[config.mk]
export PLATFORM = sky130hd
export DESIGN_NAME = aatc_mul
export DESIGN_NICKNAME = d
export VERILOG_FILES = /design/src/rtl/core/aatc_pkg.sv /design/src/rtl/core/aatc_mul.sv
export SDC_FILE = /design/constraint.sdc
export NUM_CORES = 2
export LEC_CHECK = 0
export BUFFER_PORTS_ARGS = -buffer_cell sky130_fd_sc_hd__buf_2
export CORE_ASPECT_RATIO = 1.1
export CORE_MARGIN = 1
export CORE_UTILIZATION = 40
export CTS_CLUSTER_SIZE = 40
export DETAILED_ROUTE_END_ITERATION = 10
export GPL_ROUTABILITY_DRIVEN = 0
export MAX_ROUTING_LAYER = met4
export PLACE_DENSITY_LB_ADDON = 0.12
export SLEW_MARGIN = 20
export SYNTH_ARGS = -nofsm -noshare
export SYNTH_HDL_FRONTEND = slang
export SYNTH_SLANG_ARGS = --single-unit
[constraint.sdc]
create_clock -name clk -period 7.45 [get_ports clk]
set_input_delay 0.745 -clock clk [delete_from_list [all_inputs] [get_ports clk]]
set_output_delay 0.745 -clock clk [all_outputs]
set_load 0.02 [all_outputs]
[src/rtl/core/aatc_pkg.sv]
// Shared types, constants and fixed-point helpers of the two-link arm adaptive controller.
// Used by aatc_cordic, aatc_mul and adaptive_arm_torque_control; depends on nothing.
package aatc_pkg;

  // Field formats
  localparam int SIG_W      = 24;  // Q11.12 signals
  localparam int EST_W      = 40;  // Q15.24 estimates
  localparam int NUM_PARAMS = 5;
  localparam int SIG_FRAC   = 12;
  localparam int EST_FRAC   = 24;
  localparam int GAIN_FRAC  = 8;   // Q8.8 gains
  localparam int RATE_FRAC  = 24;  // Q0.24 adaptation rate
  localparam int UPD_SHIFT  = RATE_FRAC + SIG_FRAC - EST_FRAC;

  localparam int GAIN_W  = 16;
  localparam int RATE_W  = 24;
  localparam int LIMIT_W = 23;
  localparam int CFG_W   = 24;
  localparam int IN_W    = 240;
  localparam int OUT_W   = 256;

  // Shared multiplier operands and wide intermediate
  localparam int MA_W   = 41;
  localparam int MB_W   = 25;
  localparam int MP_W   = MA_W + MB_W;
  localparam int WIDE_W = 52;
  localparam int TERM_W = 40;  // unsaturated partial products of the regressor
  localparam int ACC_W  = 48;
  localparam int GACC_W = 50;
  localparam int ANG_W  = 25;

  // Register reset values
  localparam logic [GAIN_W-1:0]  LAMBDA_RST = 16'd1280;
  localparam logic [GAIN_W-1:0]  DAMP_RST   = 16'd3840;
  localparam logic [RATE_W-1:0]  RATE_RST   = 24'd83886;
  localparam logic [LIMIT_W-1:0] LIMIT_RST  = 23'd204800;
  localparam logic signed [EST_W-1:0] EST_RST = 40'sd3355443;

  // CORDIC, angles in Q2.30
  localparam int CORDIC_STEPS = 20;
  localparam int ANG_SHIFT    = 30 - SIG_FRAC;
  localparam int RED_STEPS    = 11;  // restoring steps of the modulo-2pi reduction
  localparam int MAG_W        = 44;
  localparam int Z_W          = 36;
  localparam int XY_W         = 34;
  localparam logic [MAG_W-1:0]      TWO_PI_MAG = 44'd6746518853;
  localparam logic signed [Z_W-1:0] Z_PI       = 36'sd3373259426;
  localparam logic signed [Z_W-1:0] Z_TWO_PI   = 36'sd6746518853;
  localparam logic signed [Z_W-1:0] Z_HALF_PI  = 36'sd1686629713;
  localparam logic signed [XY_W-1:0] CORDIC_K  = 34'sd652032874;
  localparam logic [29:0] ATAN_TAB [CORDIC_STEPS] = '{
    30'd843314857, 30'd497837829, 30'd263043837, 30'd133525159, 30'd67021687,
    30'd33543516,  30'd16775851,  30'd8388437,   30'd4194283,   30'd2097149,
    30'd1048576,   30'd524288,    30'd262144,    30'd131072,    30'd65536,
    30'd32768,     30'd16384,     30'd8192,      30'd4096,      30'd2048
  };

  typedef enum logic [1:0] {
    REG_LAMBDA, REG_DAMPING, REG_RATE, REG_LIMIT
  } cfg_reg_t;

  typedef enum logic [2:0] {
    TS_IDLE, TS_ANGLE, TS_WAIT, TS_MUL, TS_WB, TS_OUT
  } top_state_t;

  typedef enum logic [2:0] {
    CS_IDLE, CS_REDUCE, CS_FOLD, CS_ROTATE, CS_DONE
  } cordic_state_t;

  typedef enum logic [1:0] {
    ANG_Q2, ANG_Q1, ANG_SUM
  } angle_sel_t;

  // Micro-steps of the shared multiplier, in execution order
  typedef enum logic [5:0] {
    ST_DQR1, ST_DQR2, ST_DDQR1, ST_DDQR2,
    ST_M1, ST_M2, ST_T1, ST_T2, ST_M3, ST_M4, ST_T3, ST_M5,
    ST_A00, ST_A01, ST_A02, ST_A03, ST_A04, ST_TAU0,
    ST_A11, ST_A12, ST_A14, ST_TAU1,
    ST_G0, ST_U0, ST_G1, ST_G1B, ST_U1, ST_G2, ST_G2B, ST_U2,
    ST_G3, ST_U3, ST_G4, ST_G4B, ST_U4
  } step_t;

  typedef struct packed {
    logic                    done;
    logic signed [SIG_W-1:0] sin;
    logic signed [SIG_W-1:0] cos;
  } cordic_res_t;

  // Round half up at bit sh, then arithmetic shift
  function automatic logic signed [MP_W-1:0] rnd_prod(input logic signed [MP_W-1:0] v,
                                                      input int unsigned sh);
    logic signed [MP_W-1:0] half;
    half = MP_W'(1) <<< (sh - 1);
    return (v + half) >>> sh;
  endfunction

  function automatic logic signed [SIG_W-1:0] sat_sig(input logic signed [WIDE_W-1:0] v);
    logic signed [WIDE_W-1:0] hi;
    logic signed [WIDE_W-1:0] lo;
    hi = $signed({{(WIDE_W-SIG_W+1){1'b0}}, {(SIG_W-1){1'b1}}});
    lo = -hi - WIDE_W'(1);
    if (v > hi) return hi[SIG_W-1:0];
    else if (v < lo) return lo[SIG_W-1:0];
    return v[SIG_W-1:0];
  endfunction

  function automatic logic signed [EST_W-1:0] sat_est(input logic signed [WIDE_W-1:0] v);
    logic signed [WIDE_W-1:0] hi;
    logic signed [WIDE_W-1:0] lo;
    hi = $signed({{(WIDE_W-EST_W+1){1'b0}}, {(EST_W-1){1'b1}}});
    lo = -hi - WIDE_W'(1);
    if (v > hi) return hi[EST_W-1:0];
    else if (v < lo) return lo[EST_W-1:0];
    return v[EST_W-1:0];
  endfunction

endpackage

[src/rtl/core/aatc_mul.sv]
// Shared signed multiplier with a registered product.
// Depends on aatc_pkg for operand widths.
module aatc_mul (
  input  logic                             clk,
  input  logic                             en,
  input  logic signed [aatc_pkg::MA_W-1:0] a,
  input  logic signed [aatc_pkg::MB_W-1:0] b,
  output logic signed [aatc_pkg::MP_W-1:0] p
);

  // one product per issue, held until the next
  always_ff @(posedge clk) begin
    if (en) begin
      p <= a * b;
    end
  end

endmodule

==> flow_summary_export.csv <==
group,metric,value,unit
outcome,outcome,"finished, final reports clean",
global_routing,grt_antenna_before_repair,5,
cells_and_area,final_core_utilization,0.477,
logic_synthesis,async_flop_share,0,
critical_path,critical_path.top_delay_family,"adder cells",
logic_synthesis,yosysSeqAreaShare,0.0536,
timing,fin_hold_viols,0,
die,die_area,93700,sq um
timing,post-route-min-period,7.28,ns
global_routing,global_route.overflow_total,0,
timing,fin_crit_sh,0.977,
timing,finalMaxSlewViolations,0,
die,placeableCoreArea,91300,sq um
place,port_buffers,133,
cells_and_area,post_route_cells_drive_above_1_share,0.169,
critical_path,cpMostUsedCell,"fa_1",
job,max_cap_violations,0,
logic_synthesis,synth_top_cells_by_area,"fa_1 (56%), inv_1 (10%), and2_1 (6.9%), nand2_1 (6.4%), ha_1 (5.9%)",
logic_synthesis,synth_area,37000,sq um
timing,grt_setup_unrepaired,"true",
logic_synthesis,synth_cell_type_count,58,
cells_and_area,layout.filler_cells,8984,
timing,report.final.setup_viol,0,
critical_path,worst_setup_path_end_kind,"flip-flop",
critical_path,worstPathCellList,"buf_4 > buf_6 > buf_12 > and2_4 > fa_1 > fa_1 > fa_1 > fa_2 > fa_2 > fa_1 > inv_1 > fa_1 > inv_1 > ha_4 > and3_4 > nand4_2 > or3_4 > or4_4 > o2111ai_2 > buf_6 > nand2_4 > o311a_1 > a211oi_2",
drt,drt-vias-per-instance,4.87,
critical_path,cp.buffers_inverters,6,
cells_and_area,area_growth,17.7,%
timing,layout_setup_ws,0.170,ns
logic_synthesis,synth_area_per_cell,9.39,sq um
logic_synthesis,synthMostInstantiatedCell,"fa_1",
worst_hold_path,hp-class,"in -> reg",
global_routing,grt_pass1_wl,175,mm
die,dieWidth,292,um
drt,drt_first_iter_violations,1161,
logic_synthesis,synth_commonest_cells,"fa_1 (1026), inv_1 (1002), nand2_1 (630)",
drt,ant_nets,0,
logic_synthesis,yosysTopAreaCell,"fa_1",
timing,timing_worst_slew_pin_value,0.883,ns
logic_synthesis,flip_flop_cell_with_the_highest_count_after_synthesis,"edfxtp_1",
logic_synthesis,postSynthRegisterBits,66,
global_routing,largest_net_degree_at_the_start_of_global_routing,63,
logic_synthesis,post_synth_inst_count,3942,
cells_and_area,layout.nets,5665,
die,number_of_primary_i_o_pins,134,
global_routing,grt_pass1_vias,30200,
clocking,htreeDepth,3,
die,initial_utilization,0.405,
critical_path,critical_path_required,7.66,ns
drt,avgRoutedWirePerCell,20.1,um
clocking,tritoncts.num_buffers,9,
drt,drt_wl_total,112,mm
timing,max-slew-margin-rel,0.411,
place,post-dp-hpwl,101,mm
place,pre_cts_worst_setup_slack,-0.578,ns
logic_synthesis,number_of_synthesized_flops_with_an_enable_pin,66,
die,die_h,321,um
critical_path,timing.critical_path.slowest_stage_cell,"fa_2",
critical_path,critPathArrivalTime,7.49,ns
die,core.rowCount,116,
logic_synthesis,yosys_warnings,0,
clocking,cts_sinks,66,
timing,fmaxAchievable,137,MHz
clocking,clk_pin_slew_worst_paths,0.07,ns
cells_and_area,top_regs,"p (66)",
drt,vias_after_detailed_routing,27200,
critical_path,timing.setup.critical_path_class,"in -> reg",
critical_path,timing.critical_path.fanout_max,11,
critical_path,worstSetupStartpointType,"input port",
logic_synthesis,synth_largest_type_area_fraction,0.555,
drt,dr.pass1.iters,5,
logic_synthesis,syn_nets,5209,
critical_path,critical-path-max-stage-delay,0.64,ns
clocking,tritoncts,"built",
drt,detail_route.drc_violations,0,
clocking,clock-root-buffer,"clkbuf_16",
cells_and_area,largest_register_ffs,66,
timing,setup_tns,0,ns
global_routing,grt_use_total,0.257,
clocking,max-clock-path-buffers,2,
cells_and_area,top_register,"p",
-- stage by stage --
step | cells | area, sq um | hold WS [ns]
after floorplan | 3942 | 37000 | 0.857
after global placement | 5558 | 42600 | 1.02
after detailed placement | 5558 | 42600 | 1.02
after CTS | 5573 | 43000 | 0.624
after global routing | 5587 | 43600 | 0.638
final | 5587 | 43600 | 0.649
-- routing by layer --
| layer | GRT usage | routed length (um) | vias up |
|---|---|---|---|
| met5 | - | 0 | - |
| met4 | 0.124 | 6510 | 0 |
| met1 | 0.273 | 39900 | 14400 |
| met2 | 0.486 | 63500 | 453 |
| met3 | 0.0138 | 2250 | 173 |
| li1 | - | - | 12200 |
-- final timing paths --
path	startpoint	end	cells after the start
hold / removal	en	p[60]	1
setup / recovery	a[16]	p[58]	23
-- layout make-up --
cell class	instances	area, sq um	area share
multi-input combinational	2665	30800	0.706
clock buffer	9	225	0.00517
clock inverter	7	61.3	0.00141
tap	1180	1480	0.0339
sequential	66	1980	0.0455
antenna	4	10.0	0.000230
inverter	1002	3760	0.0863
timing repair buffer	654	5280	0.121
-- cells in the final DEF, fill, tap and decap left out, types with 3 or more instances in the layout --
master	synthesis	final
xor2_1	24	24
a21boi_0	4	4
fa_1	1026	1013
and3_4	1	3
o21bai_1	17	17
and3_1	10	8
edfxtp_1	66	66
o211ai_1	4	4
and4_1	4	4
buf_2	6	101
buf_6	2	14
buf_8	0	6
inv_1	1002	1000
nor2_1	30	28
o21ai_0	42	37
ha_1	173	164
diode_2	0	4
buf_4	4	476
nor2b_1	35	35
nand4_1	18	18
nand2_1	630	630
fa_2	0	13
nand3_1	11	11
a21oi_2	0	15
clkbuf_4	0	16
buf_12	0	38
and2_1	406	404
a21o_1	30	30
xnor2_1	47	47
a31oi_1	9	8
ha_4	0	8
nand2b_1	10	10
a211oi_1	5	3
a21oi_1	80	64
clkbuf_16	0	12
nor3_1	7	6
o21ai_1	1	5
-- kinds of logic after synthesis --
kind of cell / after synthesis / synth area share
buf+inv: 1211 / 0.124
fa+ha+maj: 1199 / 0.614
simple gates: 1174 / 0.154
compound gates: 219 / 0.0373
xor+xnor: 71 / 0.0168
flops: 66 / 0.0536
mux: 2 / 0.000609
-- what timing repair did --
| item | 4_1_cts | 5_1_grt |
|---|---|---|
| gates resized for setup | 33 | 108 |
| hold buffers | 0 | 0 |
| endpoints found under the setup margin | 12 | 26 |
| pin swaps | 10 | 33 |
| gates cloned | 0 | 3 |
| setup buffers | 0 | 9 |
Power is left out: the tool's default activity adds up to more than one toggle a clock period on the data nets, which glitch-free logic cannot reach.
