$ cat src/rtl/core/aatc_pkg.sv
// Shared types, constants and fixed-point helpers of the two-link arm adaptive controller.
// Used by aatc_cordic, aatc_mul and adaptive_arm_torque_control; depends on nothing.
package aatc_pkg;

  // Field formats
  localparam int SIG_W      = 24;  // Q11.12 signals
  localparam int EST_W      = 40;  // Q15.24 estimates
  localparam int NUM_PARAMS = 5;
  localparam int SIG_FRAC   = 12;
  localparam int EST_FRAC   = 24;
  localparam int GAIN_FRAC  = 8;   // Q8.8 gains
  localparam int RATE_FRAC  = 24;  // Q0.24 adaptation rate
  localparam int UPD_SHIFT  = RATE_FRAC + SIG_FRAC - EST_FRAC;

  localparam int GAIN_W  = 16;
  localparam int RATE_W  = 24;
  localparam int LIMIT_W = 23;
  localparam int CFG_W   = 24;
  localparam int IN_W    = 240;
  localparam int OUT_W   = 256;

  // Shared multiplier operands and wide intermediate
  localparam int MA_W   = 41;
  localparam int MB_W   = 25;
  localparam int MP_W   = MA_W + MB_W;
  localparam int WIDE_W = 52;
  localparam int TERM_W = 40;  // unsaturated partial products of the regressor
  localparam int ACC_W  = 48;
  localparam int GACC_W = 50;
  localparam int ANG_W  = 25;

  // Register reset values
  localparam logic [GAIN_W-1:0]  LAMBDA_RST = 16'd1280;
  localparam logic [GAIN_W-1:0]  DAMP_RST   = 16'd3840;
  localparam logic [RATE_W-1:0]  RATE_RST   = 24'd83886;
  localparam logic [LIMIT_W-1:0] LIMIT_RST  = 23'd204800;
  localparam logic signed [EST_W-1:0] EST_RST = 40'sd3355443;

  // CORDIC, angles in Q2.30
  localparam int CORDIC_STEPS = 20;
  localparam int ANG_SHIFT    = 30 - SIG_FRAC;
  localparam int RED_STEPS    = 11;  // restoring steps of the modulo-2pi reduction
  localparam int MAG_W        = 44;
  localparam int Z_W          = 36;
  localparam int XY_W         = 34;
  localparam logic [MAG_W-1:0]      TWO_PI_MAG = 44'd6746518853;
  localparam logic signed [Z_W-1:0] Z_PI       = 36'sd3373259426;
  localparam logic signed [Z_W-1:0] Z_TWO_PI   = 36'sd6746518853;
  localparam logic signed [Z_W-1:0] Z_HALF_PI  = 36'sd1686629713;
  localparam logic signed [XY_W-1:0] CORDIC_K  = 34'sd652032874;
  localparam logic [29:0] ATAN_TAB [CORDIC_STEPS] = '{
    30'd843314857, 30'd497837829, 30'd263043837, 30'd133525159, 30'd67021687,
    30'd33543516,  30'd16775851,  30'd8388437,   30'd4194283,   30'd2097149,
    30'd1048576,   30'd524288,    30'd262144,    30'd131072,    30'd65536,
    30'd32768,     30'd16384,     30'd8192,      30'd4096,      30'd2048
  };

  typedef enum logic [1:0] {
    REG_LAMBDA, REG_DAMPING, REG_RATE, REG_LIMIT
  } cfg_reg_t;

  typedef enum logic [2:0] {
    TS_IDLE, TS_ANGLE, TS_WAIT, TS_MUL, TS_WB, TS_OUT
  } top_state_t;

  typedef enum logic [2:0] {
    CS_IDLE, CS_REDUCE, CS_FOLD, CS_ROTATE, CS_DONE
  } cordic_state_t;

  typedef enum logic [1:0] {
    ANG_Q2, ANG_Q1, ANG_SUM
  } angle_sel_t;

  // Micro-steps of the shared multiplier, in execution order
  typedef enum logic [5:0] {
    ST_DQR1, ST_DQR2, ST_DDQR1, ST_DDQR2,
    ST_M1, ST_M2, ST_T1, ST_T2, ST_M3, ST_M4, ST_T3, ST_M5,
    ST_A00, ST_A01, ST_A02, ST_A03, ST_A04, ST_TAU0,
    ST_A11, ST_A12, ST_A14, ST_TAU1,
    ST_G0, ST_U0, ST_G1, ST_G1B, ST_U1, ST_G2, ST_G2B, ST_U2,
    ST_G3, ST_U3, ST_G4, ST_G4B, ST_U4
  } step_t;

  typedef struct packed {
    logic                    done;
    logic signed [SIG_W-1:0] sin;
    logic signed [SIG_W-1:0] cos;
  } cordic_res_t;

  // Round half up at bit sh, then arithmetic shift
  function automatic logic signed [MP_W-1:0] rnd_prod(input logic signed [MP_W-1:0] v,
                                                      input int unsigned sh);
    logic signed [MP_W-1:0] half;
    half = MP_W'(1) <<< (sh - 1);
    return (v + half) >>> sh;
  endfunction

  function automatic logic signed [SIG_W-1:0] sat_sig(input logic signed [WIDE_W-1:0] v);
    logic signed [WIDE_W-1:0] hi;
    logic signed [WIDE_W-1:0] lo;
    hi = $signed({{(WIDE_W-SIG_W+1){1'b0}}, {(SIG_W-1){1'b1}}});
    lo = -hi - WIDE_W'(1);
    if (v > hi) return hi[SIG_W-1:0];
    else if (v < lo) return lo[SIG_W-1:0];
    return v[SIG_W-1:0];
  endfunction

  function automatic logic signed [EST_W-1:0] sat_est(input logic signed [WIDE_W-1:0] v);
    logic signed [WIDE_W-1:0] hi;
    logic signed [WIDE_W-1:0] lo;
    hi = $signed({{(WIDE_W-EST_W+1){1'b0}}, {(EST_W-1){1'b1}}});
    lo = -hi - WIDE_W'(1);
    if (v > hi) return hi[EST_W-1:0];
    else if (v < lo) return lo[EST_W-1:0];
    return v[EST_W-1:0];
  endfunction

endpackage

$ cat src/rtl/core/aatc_cordic.sv
// Iterative sine/cosine: modulo-2pi reduction by restoring subtraction, quadrant fold,
// then 20 CORDIC rotations, one per cycle. Depends on aatc_pkg.
module aatc_cordic (
  input  logic                              clk,
  input  logic                              rst,
  input  logic                              start,
  input  logic signed [aatc_pkg::ANG_W-1:0] angle,
  output aatc_pkg::cordic_res_t             res
);

  aatc_pkg::cordic_state_t state, state_next;

  logic [aatc_pkg::MAG_W-1:0]       mag;
  logic                             neg_in;
  logic                             neg;
  logic [3:0]                       red_cnt;
  logic [4:0]                       rot_cnt;
  logic signed [aatc_pkg::Z_W-1:0]  z;
  logic signed [aatc_pkg::XY_W-1:0] x;
  logic signed [aatc_pkg::XY_W-1:0] y;

  logic [aatc_pkg::ANG_W-1:0]       ang_abs;
  logic [aatc_pkg::MAG_W-1:0]       sub_val;
  logic [aatc_pkg::MAG_W-1:0]       rem;
  logic signed [aatc_pkg::Z_W-1:0]  z_wrap;
  logic signed [aatc_pkg::Z_W-1:0]  z_fold;
  logic                             fold_neg;
  logic signed [aatc_pkg::Z_W-1:0]  atan_z;
  logic signed [aatc_pkg::XY_W-1:0] x_fin;
  logic signed [aatc_pkg::XY_W-1:0] y_fin;
  logic signed [aatc_pkg::XY_W-1:0] half_lsb;

  // next state
  always_comb begin
    state_next = state;
    unique case (state)
      aatc_pkg::CS_IDLE:   if (start) state_next = aatc_pkg::CS_REDUCE;
      aatc_pkg::CS_REDUCE: if (red_cnt == 4'd0) state_next = aatc_pkg::CS_FOLD;
      aatc_pkg::CS_FOLD:   state_next = aatc_pkg::CS_ROTATE;
      aatc_pkg::CS_ROTATE: begin
        if (rot_cnt == 5'(aatc_pkg::CORDIC_STEPS - 1)) state_next = aatc_pkg::CS_DONE;
      end
      aatc_pkg::CS_DONE:   state_next = aatc_pkg::CS_IDLE;
      default:             state_next = aatc_pkg::CS_IDLE;
    endcase
  end

  always_ff @(posedge clk) begin
    if (rst) state <= aatc_pkg::CS_IDLE;
    else     state <= state_next;
  end

  // reduction and fold arithmetic
  always_comb begin
    ang_abs  = angle[aatc_pkg::ANG_W-1] ? aatc_pkg::ANG_W'(-angle) : aatc_pkg::ANG_W'(angle);
    sub_val  = aatc_pkg::TWO_PI_MAG << red_cnt;
    rem      = (neg_in && mag != '0) ? aatc_pkg::TWO_PI_MAG - mag : mag;
    z_wrap   = $signed(aatc_pkg::Z_W'(rem));
    if (z_wrap > aatc_pkg::Z_PI) z_wrap = z_wrap - aatc_pkg::Z_TWO_PI;
    z_fold   = z_wrap;
    fold_neg = 1'b0;
    if (z_wrap > aatc_pkg::Z_HALF_PI) begin
      z_fold   = z_wrap - aatc_pkg::Z_PI;
      fold_neg = 1'b1;
    end else if (z_wrap < -aatc_pkg::Z_HALF_PI) begin
      z_fold   = z_wrap + aatc_pkg::Z_PI;
      fold_neg = 1'b1;
    end
    atan_z = $signed({6'd0, aatc_pkg::ATAN_TAB[rot_cnt]});
  end

  // datapath
  always_ff @(posedge clk) begin
    unique case (state)
      aatc_pkg::CS_IDLE: begin
        mag     <= {1'b0, ang_abs, {aatc_pkg::ANG_SHIFT{1'b0}}};
        neg_in  <= angle[aatc_pkg::ANG_W-1];
        red_cnt <= 4'(aatc_pkg::RED_STEPS - 1);
      end
      aatc_pkg::CS_REDUCE: begin
        if (mag >= sub_val) mag <= mag - sub_val;
        red_cnt <= red_cnt - 4'd1;
      end
      aatc_pkg::CS_FOLD: begin
        z       <= z_fold;
        neg     <= fold_neg;
        x       <= aatc_pkg::CORDIC_K;
        y       <= '0;
        rot_cnt <= '0;
      end
      aatc_pkg::CS_ROTATE: begin
        if (!z[aatc_pkg::Z_W-1]) begin
          x <= x - (y >>> rot_cnt);
          y <= y + (x >>> rot_cnt);
          z <= z - atan_z;
        end else begin
          x <= x + (y >>> rot_cnt);
          y <= y - (x >>> rot_cnt);
          z <= z + atan_z;
        end
        rot_cnt <= rot_cnt + 5'd1;
      end
      aatc_pkg::CS_DONE: begin
        rot_cnt <= '0;
      end
      default: begin
        rot_cnt <= '0;
      end
    endcase
  end

  // outputs
  always_comb begin
    x_fin    = neg ? -x : x;
    y_fin    = neg ? -y : y;
    half_lsb = aatc_pkg::XY_W'(1) <<< (aatc_pkg::ANG_SHIFT - 1);
    res.done = (state == aatc_pkg::CS_DONE);
    res.sin  = aatc_pkg::SIG_W'((y_fin + half_lsb) >>> aatc_pkg::ANG_SHIFT);
    res.cos  = aatc_pkg::SIG_W'((x_fin + half_lsb) >>> aatc_pkg::ANG_SHIFT);
  end

endmodule

$ cat config.mk
export PLATFORM = sky130hd
export DESIGN_NAME = aatc_cordic
export DESIGN_NICKNAME = d
export VERILOG_FILES = /design/src/rtl/core/aatc_pkg.sv /design/src/rtl/core/aatc_cordic.sv
export SDC_FILE = /design/constraint.sdc
export NUM_CORES = 1
export LEC_CHECK = 0
export BUFFER_PORTS_ARGS = -buffer_cell sky130_fd_sc_hd__buf_2
export CAP_MARGIN = 10
export CORE_ASPECT_RATIO = 0.75
export CORE_MARGIN = 10
export CORE_UTILIZATION = 50
export DETAILED_ROUTE_END_ITERATION = 7
export GPL_TIMING_DRIVEN = 0
export PLACE_DENSITY_LB_ADDON = 0.12
export SLEW_MARGIN = 20
export SYNTH_ARGS = -nofsm -noshare
export SYNTH_HDL_FRONTEND = slang
export SYNTH_SLANG_ARGS = --single-unit
$ cat constraint.sdc
create_clock -name clk -period 11 [get_ports clk]
set_input_delay 2.75 -clock clk [delete_from_list [all_inputs] [get_ports clk]]
set_output_delay 2.75 -clock clk [all_outputs]
set_load 0.1 [all_outputs]
==> run_results.csv, run 1 <==
group,metric,value,unit
sta,period_minus_slack,10160,ps
grt,grt_pass1_vias,25456,
layout,drive_above_1_share,9.65,%
route,drtIter0Drc,3794,
sta,slew_violations,0,
yosys,ys_seq_area_share,17.7,%
place,pre_cts_slack,763,ps
yosys,synth_top_family_by_area,"simple AND/OR/NAND/NOR gates",
critical_path,cp.arrival,10410,ps
grt,antenna_found_initial,2,
clock_network,cts_tree,"yes",
grt,grt_pass1_wl,160000,um
clock_network,h-tree-depth,4,
yosys,synth.area.mux_share,6.79,%
power_and_ir_drop,power_leakage,11.3,nW
yosys,yosysWarningCount,0,
place,io_buffers,76,
die,pin_count,77,
yosys,synth_area,0.0272,mm2
route,dr.pass1.iters,6,
die,dieWidth,290,um
route,drc,0,
yosys,syn_inst,3593,
yosys,synth-xor-area-share,12.5,%
layout,syn_to_final_growth,7.69,%
critical_path,crit_type,"flip-flop to flip-flop",
clock_network,post_cts_buffers,0,
yosys,ys_seq_elements,162,
job,maxCapViolations,0,
critical_path,cp_slowest_cell,"buf_1",
layout,utilization,54.9,%
die,core_region_area,0.0534,mm2
critical_path,worst_ep_required_time,11250,ps
clock_network,cts_sinks,162,
hold_path,hold_class,"flip-flop to flip-flop",
critical_path,crit_path_max_fanout,10,
power_and_ir_drop,vdd_drop_max,446,uV
route,vias,28721,
sta,setup_tns,0,ps
die,num_rows,73,
clock_network,ctsHoldBuffers,0,
sta,relSlewSlack,22.6,%
clock_network,cts_buffers,17,
critical_path,start_kind,"flip-flop",
yosys,synth_nets,3793,
power_and_ir_drop,finalPower,9.29,mW
yosys,synthSimpleGateAreaFrac,24.7,%
yosys,avgSynthCellArea,7.58,um2
power_and_ir_drop,power.density,317,mW/mm2
place,dpl.hpwl,85500,um
sta,finClkSkew,17.2,ps
sta,fin_ws,840,ps
die,die_y,222,um
die,die_area,0.0643,mm2
sta,setup_violations,0,
yosys,synthAdderAreaFrac,8.05,%
sta,rsz0062_at_grt,"false",
layout,fin_nets,3895,
sta,hold_viol_final,0,
yosys,async_flop_share,0,%
critical_path,path_common_cell,"nor2_1",
yosys,synth_flop_cell,"edfxtp_1",
yosys,synth_edf_count,159,
yosys,synth_compound_area_share,24.7,%
sta,fmax,98.4,MHz
yosys,synth.distinct_cells,129,
place,place_congestion,1.02,
route,via_per_inst,6.50,
critical_path,cp-end-kind,"flip-flop",
clock_network,insertion_delay,500,ps
critical_path,max_stage_delay,580,ps
grt,grt_usage,31.9,%
grt,grt_max_degree,26,
yosys,synthTopCellsByArea,"edfxtp_1, xnor2_1, ha_1",
grt,overflow,0,
clock_network,clk_pin_slew_worst_paths,80,ps
route,wl,106000,um
route,wl_per_cell,24.1,um
sta,finalCritPeriodShare,92.4,%
status,status,"finished, final reports clean",
sta,worst_slew_pin_slew,1160,ps
yosys,synth_top_area_share,17.5,%
yosys,yosysTopAreaCell,"edfxtp_1",
clock_network,cts_root_buf,"clkbuf_16",
route,ant_nets,0,
die,initial_core_util,51.0,%
clock_network,cts_buffer_depth,2,
stage by stage:
stage               area [um2]  cells  hold WS, ps
finish                   29300   4421          646
global route             29300   4421          674
CTS                      29300   4420          640
detailed placement       28700   4388          616
global placement         28500   4381          610
floorplan                27200   3593          567
cells in the final DEF (no fill, tap or decap), drive strengths merged, types with 14 or more instances in the layout:
master / instances
or3: 30
a21o: 67
ha: 168
a22oi: 15
and2: 49
mux2i: 79
a32oi: 17
a31oi: 65
clkbuf: 137
o211ai: 30
nor4: 54
mux4: 39
nor2b: 39
nand3: 78
o22ai: 14
nor3: 103
nand2: 449
nor2: 376
o21ai: 268
and3: 43
mux2: 16
a211oi: 39
inv: 112
a21oi: 264
nand2b: 41
nand4: 32
o21a: 38
xor2: 124
o31ai: 25
edfxtp: 159
xnor2: 262
o21bai: 26
buf: 186
or2: 37
worst max-delay path: cells and delay by family, from the launching register on:
family                   cells  cell delay, ps
flip-flops                   1             540
buffers and inverters        7            3270
AO/OA/AOI/OAI               13            2980
AND/OR/NAND/NOR             13            2380
adder cells (fa/ha/maj)      2             710
logic make-up after synthesis:
family,after synthesis
and+or+nand+nor,1391
AOI/OAI and AO/OA,1016
xor gates and xnor gates,386
buffers and inverters,331
adders and majority gates,173
DFF,162
muxes,134
metal layers:
layer | global-route usage [%] | up-vias | part of all wire [%]
met1 | 51.0 | 13600 | 48
met5 | 0.625 | - | 0.055
met2 | 39.6 | 1668 | 37
met3 | 10.3 | 99 | 14
li1 | - | 13352 | -
met4 | 5.25 | 2 | 1.3
Yosys cell counts, drive strengths merged, types with 49 or more instances:
library cell	instances
xor2	124
and2	49
nor4	54
edfxtp	159
o21ai	268
inv	106
clkbuf	119
a21o	67
xnor2	262
nand3	78
nand2	449
nor3	103
a21oi	264
buf	104
a31oi	65
nor2	376
ha	168
mux2i	79
registers in the layout, indices dropped and copies added, names as in the netlist:
signal,cells
mag,44
z,36
x,34
y,34
rot_cnt,5
red_cnt,4
state,3
neg,1
neg_in,1
path summary, 6_finish.rpt:
path	start	depth (start not counted)	slack, ps	endpoint
worst max-delay path	rot_cnt[0]$_SDFFCE_PN0N_	35	840	z[35]$_DFFE_PP_
worst max register to register	rot_cnt[0]$_SDFFCE_PN0N_	35	840	z[35]$_DFFE_PP_
worst min register to register	state[1]$_SDFFE_PP0P_	2	650	state[1]$_SDFFE_PP0P_
worst min-delay path	state[1]$_SDFFE_PP0P_	2	650	state[1]$_SDFFE_PP0P_
timing repair:
| item | CTS | global route |
|---|---|---|
| hold endpoints to repair | 0 | 0 |
| resized for setup | 0 | 3 |
| endpoints found under the setup margin | 0 | 5 |
layout make-up:
cell class | instances | area, um2
clock buffers | 17 | 425
fillers | 5281 | 24100
repair buffers | 83 | 546
inverters | 107 | 402
plain buffers | 224 | 1110
clock inverters | 15 | 184
multi-input cells | 3100 | 20900
well taps | 712 | 891
flip-flops and latches | 162 | 4830
diodes | 1 | 2.50
where the power goes:
group	internal (mW)	switching, mW	leakage [nW]
sequential	0.999	0.258	1.51
combinational	2.73	4.66	9.53
clock	0.307	0.332	0.289
Power figures use the tool's default switching activity.
==> inputs of run 2 (changes only) <==
--- a/config.mk
+++ b/config.mk
@@ -5,6 +5,7 @@
 export SDC_FILE = /design/constraint.sdc
 export NUM_CORES = 1
 export LEC_CHECK = 0
+export ABC_AREA = 1
 export BUFFER_PORTS_ARGS = -buffer_cell sky130_fd_sc_hd__buf_2
 export CAP_MARGIN = 10
 export CORE_ASPECT_RATIO = 0.75
==> run_results.csv, run 2 <==
group,metric,value,unit
grt,grt_usage,35.5,%
hold_path,holdPathStages,3,
route,vias,36401,
die,pin_count,77,
sta,relSlewSlack,31.4,%
die,die_area,0.0697,mm2
critical_path,reg2reg_depth,32,
place,postPlaceCellArea,0.0313,mm2
clock_network,h-tree-depth,4,
place,dpl.hpwl,106000,um
yosys,async_flop_share,0,%
grt,grt_max_degree,23,
sta,fmax,121,MHz
sta,finClkSkew,27.9,ps
layout,fillerInstances,6258,
yosys,synth.distinct_cells,60,
yosys,ys_seq_elements,162,
route,wl_per_cell,21.3,um
layout,final_cell_mix,"nand2_1, nor2_1, inv_1",
yosys,ys_seq_area_share,16.3,%
yosys,synthTopCellsByArea,"nand2_1, edfxtp_1, nor2_1",
grt,antenna_found_initial,4,
route,ant_nets,0,
clock_network,cts_resized,0,
clock_network,cts_buffers,17,
yosys,avgSynthCellArea,5.73,um2
layout,largest_register_ffs,44,
clock_network,ctsHoldBuffers,0,
critical_path,cp-end-kind,"output pin",
place,place_congestion,1.05,
sta,holdWs,670,ps
clock_network,cts_buffer_depth,2,
layout,syn_to_final_growth,7.55,%
die,die_y,231,um
layout,layout_commonest_cell,"nand2_1",
sta,hold_viol_final,0,
yosys,syn_inst,5187,
layout,top_register,"mag",
sta,period_minus_slack,8270,ps
route,via_per_inst,5.97,
layout,top_regs,"mag (44), z (36)",
route,wl,130000,um
yosys,synth_nets,5387,
grt,grt_pass1_wl,193000,um
yosys,yosysWarningCount,0,
hold_path,hold_class,"flip-flop to flip-flop",
place,io_buffers,76,
yosys,synth_flop_cell,"edfxtp_1",
clock_network,cts_root_buf,"clkbuf_16",
place,placedCellCount,6061,
job,maxCapViolations,0,
layout,fin_cells,6095,
critical_path,crit_path_max_fanout,9,
sta,setup_violations,0,
critical_path,crit_type,"flip-flop to output pin",
route,drc,0,
yosys,synth_edf_count,159,
die,core_region_area,0.0589,mm2
yosys,synth_area,0.0297,mm2
clock_network,cts_sinks,162,
clock_network,insertion_delay,520,ps
sta,finalCritPeriodShare,75.2,%
yosys,synth_top_area_share,20.5,%
sta,fin_ws,2730,ps
layout,fin_nets,5490,
route,dr.pass1.iters,7,
grt,overflow,0,
sta,rsz0062_at_grt,"false",
clock_network,post_cts_buffers,0,
die,dieWidth,301,um
place,pre_cts_slack,3060,ps
die,initial_core_util,50.5,%
critical_path,cp.arrival,5520,ps
sta,slew_violations,0,
grt,grt_pass1_vias,31851,
yosys,synth_most_common_cell,"nand2_1",
status,status,"finished, final reports clean",
layout,drive_above_1_share,6.11,%
clock_network,cts_tree,"yes",
die,num_rows,77,
sta,worst_slew_pin_slew,1030,ps
yosys,yosysTopAreaCell,"nand2_1",
yosys,ys_top_cells_by_count,"nand2_1, nor2_1, inv_1",
critical_path,start_kind,"flip-flop",
clock_network,clk_pin_slew_worst_paths,80,ps
critical_path,worst_ep_required_time,8250,ps
route,drtIter0Drc,5082,
layout,design_area,0.0320,mm2
[run 2: changes by cell type after synthesis, moves of 182 or more]
cell,before,now
nor2_1,374,624
xnor2_1,260,60
nand3_1,78,321
o21ai_0,232,414
inv_1,103,528
nand2_1,448,1620
[run 2: cell type report]
type	count	area [um2]	share of cell area, %
inverter	583	2190	6.85
tap	790	988	3.09
buffer	165	830	2.60
clock inverter	15	213	0.666
timing repair buffer	84	588	1.84
clock buffer	17	425	1.33
antenna	2	5.00	0.0157
sequential	162	4830	15.1
multi-input combinational	4277	21900	68.5
[run 2: worst paths after layout]
| path | endpoint | start | slack, ps |
|---|---|---|---|
| max | res[42] | y[1]$_SDFFCE_PN0P_ | 2730 |
| max reg2reg | z[35]$_DFFE_PP_ | rot_cnt[0]$_SDFFCE_PN0N_ | 2780 |
| min | state[0]$_SDFFE_PP0P_ | state[0]$_SDFFE_PP0P_ | 670 |
| min reg2reg | state[0]$_SDFFE_PP0P_ | state[0]$_SDFFE_PP0P_ | 670 |
[run 2: metal layers]
metal	routed length (um)	part of all wire (%)	GRT usage, %
met5	12	0.0093	0
met2	52000	40	50.7
met3	17600	14	9.40
met1	57200	44	51.9
met4	2780	2.1	8.34
[run 2: cells by family after synthesis]
kind of cell               synth area share, %
and+or+nand+nor                           39.6
AOI/OAI and AO/OA                         18.1
buffers and inverters                     10.2
xor gates and xnor gates                  7.05
adders and majority gates                 7.34
DFF                                       16.3
muxes                                     1.45
[run 2: critical path, stage by stage (launching register included)]
cell and delay, ps:
edfxtp_1 510, nor2_1 170, nand4_1 150, nor4_1 540, inv_1 190, nor2_1 180
nand3_1 120, nor2_1 110, inv_1 60, nor3_1 180, nand2_1 120, nor2_1 260
nand4_1 160, nor2_1 190, nand3_1 120, o21ai_0 210, xor2_1 260, nand2_1 70
nor3_1 180, xor2_1 570, buf_4 210, buf_2 420
[run 2: metrics by stage]
stage / util (%) / setup TNS (ps)
finish: 54.3 / 0
global route: 54.3 / 0
CTS: 54.3 / 0
detailed placement: 53.2 / 0
global placement: 52.8 / -232380
floorplan: - / 0
Power of run 2 is not shown: default switching activity piles up to over one toggle a cycle in this logic, so the estimate is an artifact.
